## src/hw/rtl/dsf_pkg.sv

```systemverilog
`default_nettype none
// ----------------------------------------------------------------------------
// dsf_pkg
// Shared types, constants and tables of the discrete-summation oscillator.
// ----------------------------------------------------------------------------
package dsf_pkg;

  localparam int PHASE_BITS    = 16;
  localparam int OUT_BITS      = 16;
  localparam int FRAC_BITS     = OUT_BITS - 1;
  localparam int DCNT_BITS     = $clog2(OUT_BITS);
  localparam int MAX_OVERTONES = 255;
  localparam int OVT_BITS      = $clog2(MAX_OVERTONES + 1);

  // Q.30 datapath values, magnitudes and the split multiplier halves
  localparam int VW      = 36;
  localparam int MW      = VW - 1;
  localparam int MLO     = 18;
  localparam int MHI     = MW - MLO;
  localparam int QSHIFT  = 30;
  localparam logic signed [VW-1:0] QONE = VW'(64'd1 << QSHIFT);

  // CORDIC
  localparam int CW           = 34;
  localparam int CORDIC_STEPS = 28;
  localparam int CIT_BITS     = $clog2(CORDIC_STEPS);
  localparam logic signed [CW-1:0] CORDIC_X0 = CW'(64'd652032874);

  // Sequencing
  localparam int NUM_COR  = 5;
  localparam int NUM_MUL  = 7;
  localparam int SEQ_BITS = 3;

  typedef struct packed {
    logic [PHASE_BITS-1:0] phase_turns;
    logic [15:0]           mod_ratio;
    logic [15:0]           intensity;
    logic [7:0]            overtone_count;
  } in_item_t;

  typedef struct packed {
    logic signed [OUT_BITS-1:0] sample_out;
    logic                       degenerate;
  } out_item_t;

  typedef enum logic [2:0] {
    ANG_T_N1S, ANG_T_NS, ANG_T, ANG_T_MS, ANG_S, ANG_N1S, ANG_NS
  } ang_sel_e;

  typedef enum logic [2:0] {
    MU_AA, MU_IN, MU_M2, MU_M3, MU_N1, MU_D, MU_P, MU_Q
  } mul_op_e;

  typedef enum logic [3:0] {
    ST_IDLE, ST_CALC_S, ST_CALC_NS, ST_COR_GO, ST_COR_WAIT, ST_POW_WAIT,
    ST_MUL_GO, ST_MUL_WAIT, ST_DIV_GO, ST_DIV_WAIT, ST_OUT
  } state_e;

  typedef struct packed {
    logic                load;
    logic                calc_s;
    logic                calc_ns;
    logic                cor_go;
    ang_sel_e            ang;
    logic [SEQ_BITS-1:0] cor_dst;
    logic                cor_cos;
    logic                mul_go;
    mul_op_e             op;
    logic                div_go;
  } ctrl_cmd_t;

  typedef struct packed {
    logic mode;
    logic pow_done;
    logic cor_done;
    logic mul_done;
    logic div_done;
  } dp_status_t;

  // atan(2^-i) in Q0.32 turns
  function automatic logic [31:0] atan_turns(input logic [CIT_BITS-1:0] i);
    logic [31:0] v;
    case (i)
      5'd0:  v = 32'd536870912;
      5'd1:  v = 32'd316933406;
      5'd2:  v = 32'd167458907;
      5'd3:  v = 32'd85004756;
      5'd4:  v = 32'd42667331;
      5'd5:  v = 32'd21354465;
      5'd6:  v = 32'd10679838;
      5'd7:  v = 32'd5340245;
      5'd8:  v = 32'd2670163;
      5'd9:  v = 32'd1335087;
      5'd10: v = 32'd667544;
      5'd11: v = 32'd333772;
      5'd12: v = 32'd166886;
      5'd13: v = 32'd83443;
      5'd14: v = 32'd41722;
      5'd15: v = 32'd20861;
      5'd16: v = 32'd10430;
      5'd17: v = 32'd5215;
      5'd18: v = 32'd2608;
      5'd19: v = 32'd1304;
      5'd20: v = 32'd652;
      5'd21: v = 32'd326;
      5'd22: v = 32'd163;
      5'd23: v = 32'd81;
      5'd24: v = 32'd41;
      5'd25: v = 32'd20;
      5'd26: v = 32'd10;
      5'd27: v = 32'd5;
      default: v = 32'd0;
    endcase
    return v;
  endfunction

  // Sin/cos evaluation order; result k lands in slot k
  function automatic ang_sel_e cor_angle(input logic mode, input logic [SEQ_BITS-1:0] k);
    ang_sel_e a;
    case (k)
      3'd0:    a = mode ? ANG_N1S : ANG_T_N1S;
      3'd1:    a = mode ? ANG_NS  : ANG_T_NS;
      3'd2:    a = ANG_T;
      3'd3:    a = ANG_T_MS;
      default: a = ANG_S;
    endcase
    return a;
  endfunction

  function automatic logic cor_use_cos(input logic mode, input logic [SEQ_BITS-1:0] k);
    logic c;
    case (k)
      3'd0, 3'd1: c = mode;
      3'd4:       c = 1'b1;
      default:    c = 1'b0;
    endcase
    return c;
  endfunction

  // Multiply order for the one-sided and two-sided sums
  function automatic mul_op_e mul_step(input logic mode, input logic [SEQ_BITS-1:0] k);
    mul_op_e o;
    case (k)
      3'd0:    o = MU_AA;
      3'd1:    o = MU_IN;
      3'd2:    o = mode ? MU_M3 : MU_M2;
      3'd3:    o = mode ? MU_N1 : MU_M3;
      3'd4:    o = MU_D;
      3'd5:    o = MU_P;
      default: o = MU_Q;
    endcase
    return o;
  endfunction

  function automatic logic [MW-1:0] mag(input logic signed [VW-1:0] v);
    logic signed [VW-1:0] n;
    n = -v;
    return v[VW-1] ? n[MW-1:0] : v[MW-1:0];
  endfunction

endpackage
`default_nettype wire

```

## src/hw/rtl/dsf_ctrl.sv

```systemverilog
`default_nettype none
// ----------------------------------------------------------------------------
// dsf_ctrl
// Sequencer: steps the datapath through angles, CORDIC runs, multiplies and
// the final division.
// ----------------------------------------------------------------------------
module dsf_ctrl (
  input  wire                 clk_i,
  input  wire                 rst_ni,
  input  wire                 start,
  output logic                busy,
  output logic                out_valid_o,
  output dsf_pkg::ctrl_cmd_t  cmd_o,
  input  dsf_pkg::dp_status_t status_i
);

  dsf_pkg::state_e state_q, state_d;
  logic [dsf_pkg::SEQ_BITS-1:0] k_q, k_d;

  // state and step index
  always_ff @(posedge clk_i or negedge rst_ni) begin
    if (!rst_ni) begin
      state_q <= dsf_pkg::ST_IDLE;
      k_q     <= '0;
    end else begin
      state_q <= state_d;
      k_q     <= k_d;
    end
  end

  // next state
  always_comb begin
    state_d = state_q;
    k_d     = k_q;
    case (state_q)
      dsf_pkg::ST_IDLE: begin
        k_d = '0;
        if (start) state_d = dsf_pkg::ST_CALC_S;
      end
      dsf_pkg::ST_CALC_S:  state_d = dsf_pkg::ST_CALC_NS;
      dsf_pkg::ST_CALC_NS: state_d = dsf_pkg::ST_COR_GO;
      dsf_pkg::ST_COR_GO:  state_d = dsf_pkg::ST_COR_WAIT;
      dsf_pkg::ST_COR_WAIT: begin
        if (status_i.cor_done) begin
          if (k_q == dsf_pkg::SEQ_BITS'(dsf_pkg::NUM_COR - 1)) begin
            k_d     = '0;
            state_d = dsf_pkg::ST_POW_WAIT;
          end else begin
            k_d     = k_q + 1'b1;
            state_d = dsf_pkg::ST_COR_GO;
          end
        end
      end
      dsf_pkg::ST_POW_WAIT: begin
        if (status_i.pow_done) state_d = dsf_pkg::ST_MUL_GO;
      end
      dsf_pkg::ST_MUL_GO: state_d = dsf_pkg::ST_MUL_WAIT;
      dsf_pkg::ST_MUL_WAIT: begin
        if (status_i.mul_done) begin
          if (k_q == dsf_pkg::SEQ_BITS'(dsf_pkg::NUM_MUL - 1)) begin
            k_d     = '0;
            state_d = dsf_pkg::ST_DIV_GO;
          end else begin
            k_d     = k_q + 1'b1;
            state_d = dsf_pkg::ST_MUL_GO;
          end
        end
      end
      dsf_pkg::ST_DIV_GO: state_d = dsf_pkg::ST_DIV_WAIT;
      dsf_pkg::ST_DIV_WAIT: begin
        if (status_i.div_done) state_d = dsf_pkg::ST_OUT;
      end
      dsf_pkg::ST_OUT: state_d = dsf_pkg::ST_IDLE;
      default: state_d = dsf_pkg::ST_IDLE;
    endcase
  end

  // commands
  always_comb begin
    cmd_o         = '0;
    cmd_o.ang     = dsf_pkg::cor_angle(status_i.mode, k_q);
    cmd_o.cor_dst = k_q;
    cmd_o.cor_cos = dsf_pkg::cor_use_cos(status_i.mode, k_q);
    cmd_o.op      = dsf_pkg::mul_step(status_i.mode, k_q);
    busy          = (state_q != dsf_pkg::ST_IDLE);
    out_valid_o   = 1'b0;
    case (state_q)
      dsf_pkg::ST_IDLE:    cmd_o.load    = start;
      dsf_pkg::ST_CALC_S:  cmd_o.calc_s  = 1'b1;
      dsf_pkg::ST_CALC_NS: cmd_o.calc_ns = 1'b1;
      dsf_pkg::ST_COR_GO:  cmd_o.cor_go  = 1'b1;
      dsf_pkg::ST_MUL_GO:  cmd_o.mul_go  = 1'b1;
      dsf_pkg::ST_DIV_GO:  cmd_o.div_go  = 1'b1;
      dsf_pkg::ST_OUT:     out_valid_o   = 1'b1;
      default: ;
    endcase
  end

endmodule
`default_nettype wire

```

## config.mk

```make
export PLATFORM = sky130hd
export DESIGN_NAME = dsf_ctrl
export DESIGN_NICKNAME = d
export VERILOG_FILES = /design/src/hw/rtl/dsf_pkg.sv /design/src/hw/rtl/dsf_ctrl.sv
export SDC_FILE = /design/constraint.sdc
export NUM_CORES = 1
export LEC_CHECK = 0
export BUFFER_PORTS_ARGS = -buffer_cell sky130_fd_sc_hd__buf_2
export CAP_MARGIN = 20
export CORE_AREA = 2 2 58 60
export CTS_CLUSTER_SIZE = 25
export DETAILED_ROUTE_END_ITERATION = 16
export DIE_AREA = 0 0 60 62
export MAX_ROUTING_LAYER = met4
export PLACE_DENSITY = 0.47
export SLEW_MARGIN = 20
export SYNTH_ARGS = -nofsm -noshare
export SYNTH_HDL_FRONTEND = slang
export SYNTH_SLANG_ARGS = --single-unit
```

## constraint.sdc

```tcl
create_clock -name clk_i -period 2.1 [get_ports clk_i]
set_input_delay 0.42 -clock clk_i [delete_from_list [all_inputs] [get_ports clk_i]]
set_output_delay 0.42 -clock clk_i [all_outputs]
set_load 0.02 [all_outputs]
```

; ---- Word-level counts from Yosys, hierarchy flattened
; Cells that the tools add are included.
[classes]
addsub = 1
eq_ne = 21
muxes = 27
n_reduce_logical = 7
[op_table]
columns = op, n
row1 = case mux 4 bit (10 select lines), 1
row2 = two-way mux 3 bit, 8
row3 = two-way mux 4 bit, 6
row4 = case mux 3 bit (6 select lines), 1
row5 = equality test 4 x 3 -> 1 bit (second input constant), 4
row6 = equality test 4 bit (second input constant), 3
row7 = case mux 3 bit (4 select lines), 1
row8 = inequality test 2 bit (second input constant), 5
row9 = equality test 3 bit (second input constant), 3
row10 = case mux 3 bit (3 select lines), 1
row11 = equality test 4 x 2 -> 1 bit (second input constant), 2
row12 = two-way mux 1 bit, 8
row13 = equality test 3 x 2 -> 1 bit (second input constant), 2
row14 = AND reduction 5 bit, 1
row15 = equality test 4 x 1 -> 1 bit (second input constant), 1
row16 = logical NOT 4 bit, 1
row17 = nonzero test 4 bit, 1
row18 = adder 3 x 1 -> 3 bit (second input constant), 1
row19 = equality test 3 x 1 -> 1 bit (second input constant), 1
row20 = logical NOT 3 bit, 1
row21 = AND reduction 3 bit, 1
row22 = nonzero test 3 bit, 1
row23 = case mux 1 bit (2 select lines), 1
row24 = OR reduction 2 bit, 1
[totals]
regBits = 7
in_bits = 8
output_inout_bits = 18
wordCells = 58

; ---- Depth between registers and ports, before layout
[logic_depth]
word_depth = 4
mapped_depth = 6
depth_no_buf = 6

; ---- Worst setup path before layout
; Ideal clock, no wire load.
[synth_timing]
kind = register -> output
startpoint = reg k_q[1] (netlist bit)
endpoint = out cmd_o[2] (netlist bit)
arrival_time_ps = 1388
required_time_ps = 1680
slack_ps = 292
stages_incl_launch_ff = 6
path_buffers = 0
path_cell_list = dfrtp_1 -> inv_1 -> ha_1 -> or3_1 -> o21ai_1 -> nand2_1
[synth_rtl]
columns = element, line
row1 = start: declaration, dsf_ctrl.sv:18  ; logic [dsf_pkg::SEQ_BITS-1:0] k_q, k_d;
row2 = start signal: assignment, dsf_ctrl.sv:27  ; k_q <= k_d;
row3 = end: declaration, dsf_ctrl.sv:13  ; output dsf_pkg::ctrl_cmd_t cmd_o,

==> flow_summary.yaml <==
run_status:
  outcome: "completed"
timing:
  worst_pin_slew_ps: 511.9
  timing.fmax_mhz: 506.5
  setup_slack_ps: 125.8
  skew_ps: 0.6310
  slew_headroom: 0.6587
  final.setup.tns_ps: 0
  maxSlewViolCount: 0
  finalSetupViolations: 0
  rsz0062_at_grt: "false"
  final.min_clock_period_ps: 1974
  hold_viol_final: 0
  min_period_over_period: 0.9401
yosys:
  ys_warn_count: 0
  synthCells: 96
  async_reset_ff_frac: 1.000
  synth_area_leader_cell: "dfrtp_1"
  synth-main-ff-cell: "dfrtp_1"
  synth_area_per_cell_um2: 7.638
  synth_area_um2: 733.2
  yosys-top-cells-count: "14 x nand2_1, 8 x nor2_1, 7 x dfrtp_1"
  ys_types: 37
  synth_top_area_share: 0.2389
  synth.area.top_cells: "dfrtp_1 24%, ha_1 8.5%, nand2_1 7.2%, mux2i_1 6.8%, a21oi_1 4.1%"
  synth_nets: 109
  synth_seq_cells: 7
  synth-edff-count: 0
  synth.most_common_cell: "nand2_1"
  ys_seq_area_frac: 0.2389
grt:
  first_global_vias: 716
  antenna_found_initial: 0
  grt_max_degree: 17
  grt_remaining_overflow: 0
  grt_pass1_wl_um: 3167
  gr-usage-all-layers: 0.1158
critical_path:
  crit_arrival_ps: 1550
  worstPathCellList: "inv_1 -> ha_2 -> or3_1 -> o21ai_1 -> nand2_1 -> buf_2"
  cpMaxStageDelayCell: "dfrtp_2"
  critical-path-max-stage-delay_ps: 410
  endpoint_kind: "output port"
  crit_required_ps: 1680
  startpoint_type: "flip-flop"
  critPathKind: "reg2out"
  crit_path_max_fanout: 7
placement:
  portBuffers: 25
  dp.cells: 163
  place_congestion: 0.7682
  dp_hpwl_um: 1462
  place_area_um2: 895.9
  preCtsSetupSlack_ps: 284.4
cells_and_area:
  seqCellArea_um2: 177.7
  multi_input_area_um2: 503.0
  diodes: 0
  nFillCells: 370
  stdcell_area_um2: 937.1
  syn2layout_area_growth_pct: 27.82
  drive_above_1_share: 0.3115
  nets: 136
  layout.cells.non_filler: 168
cts:
  cts_buffers: 3
  root_buffer: "clkbuf_4"
  cts_htree_levels: 1
  clk_latency_ps: 250
  clockBufferDepth: 2
  path_clk_slew_ps: 50
  cts.sinks: 7
  tritoncts: "done"
pwr:
  vdd_ir_drop_max_uv: 617.4
  p_leak_nw: 0.4658
  powerDensity_mw_per_mm2: 1301
floorplanning:
  die_h_um: 62
  core_area_mm2: 0.003179
  rows: 21
  die_w_um: 60
  start_util: 0.2306
  ios: 26
  die_area_mm2: 0.003720
routing:
  drt-total-wl_um: 1937
  post_drt_via_cell_ratio: 4.750
  drc_errors: 0
  avgRoutedWirePerCell_um: 11.53
  drt-initial-drc-count: 18
  ant_nets: 0
  vias: 798
  first_pass_iters: 4
hold_path:
  hp-class: "in2reg"
run:
  drv_cap: 0
-- cells by family after synthesis --
| logic type | count (synthesis) | synth area share |
|---|---|---|
| simple gates | 42 | 0.2850 |
| compound gates | 25 | 0.2441 |
| buf+inv | 12 | 0.07849 |
| flops | 7 | 0.2389 |
| mux | 5 | 0.06826 |
| fa+ha+maj | 5 | 0.08532 |
-- registers in the layout, summed over array words and instances (netlist names) --
signal and cells:
k_q 3, state_q 4
-- final timing paths --
| path | from | to | slack [ps] | cells after the start |
|---|---|---|---|---|
| max reg2reg | state_q[1] | state_q[0] | 380 | 4 |
| max | k_q[1] | cmd_o[2] | 130 | 6 |
| min | status_i[1] | state_q[1] | 450 | 2 |
| max in group asynchronous | rst_ni | k_q[1] | 1400 | 2 |
| min in group asynchronous | rst_ni | state_q[1] | 530 | 2 |
| min reg2reg | k_q[2] | k_q[2] | 660 | 2 |
-- cells in the final DEF, fill, tap and decap left out, types with 3 or more instances in the layout --
cell       n
nand3_1    3
a21oi_1    6
ha_1       4
nor3_1     4
nand2b_1   3
nor2_1     8
buf_2     25
dfrtp_1    5
mux2i_1    5
inv_1      5
nand2_1   14
o21ai_0    4
clkbuf_4   3
-- power by group --
part / leakage (nW) / switching, mW / internal (mW)
registers: 0.0838 / 0.115 / 0.183
clock network: 0.0150 / 0.0466 / 0.0723
logic: 0.367 / 0.488 / 0.314
total: 0.466 / 0.649 / 0.570
-- per-stage QoR --
step,util,power [mW],hold slack [ps]
CTS,0.2932,1.229,441.1
global placement,0.2818,1.098,258.3
finish,0.2948,1.219,448.9
global route,0.2948,1.342,448.1
detailed placement,0.2818,1.101,262.2
floorplan,-,0.8946,124.4
-- layout make-up --
type | count | share of cell area
clock buffers | 4 | 0.02804
well taps | 46 | 0.06142
multi-input cells | 77 | 0.5367
repair buffers | 28 | 0.1602
inverters | 6 | 0.02403
flip-flops and latches | 7 | 0.1896
-- layer usage --
| metal | wire [µm] | share of wire | global-route usage | vias to the layer above |
|---|---|---|---|---|
| met4 | 0 | 0 | 0.01905 | 0 |
| met1 | 880 | 0.45 | 0.1373 | 360 |
| met3 | 163 | 0.084 | 0.03934 | 0 |
| li1 | - | - | - | 398 |
| met2 | 894 | 0.46 | 0.1941 | 40 |
| met5 | 0 | 0 | - | - |
-- critical path: cells and delay by family (launching register included) --
kind,cells,cell delay (ps)
and+or+nand+nor,2,360
AOI/OAI and AO/OA,1,80
adders and majority gates,1,210
buffers and inverters,2,250
DFF,1,410
-- what timing repair did --
item,4_1_cts,5_1_grt
setup endpoints to repair,0,3
hold buffers,1,0
hold endpoints to repair,7,0
resized for setup,0,3
buffers inserted,0,0
Power figures use the tool's default switching activity.
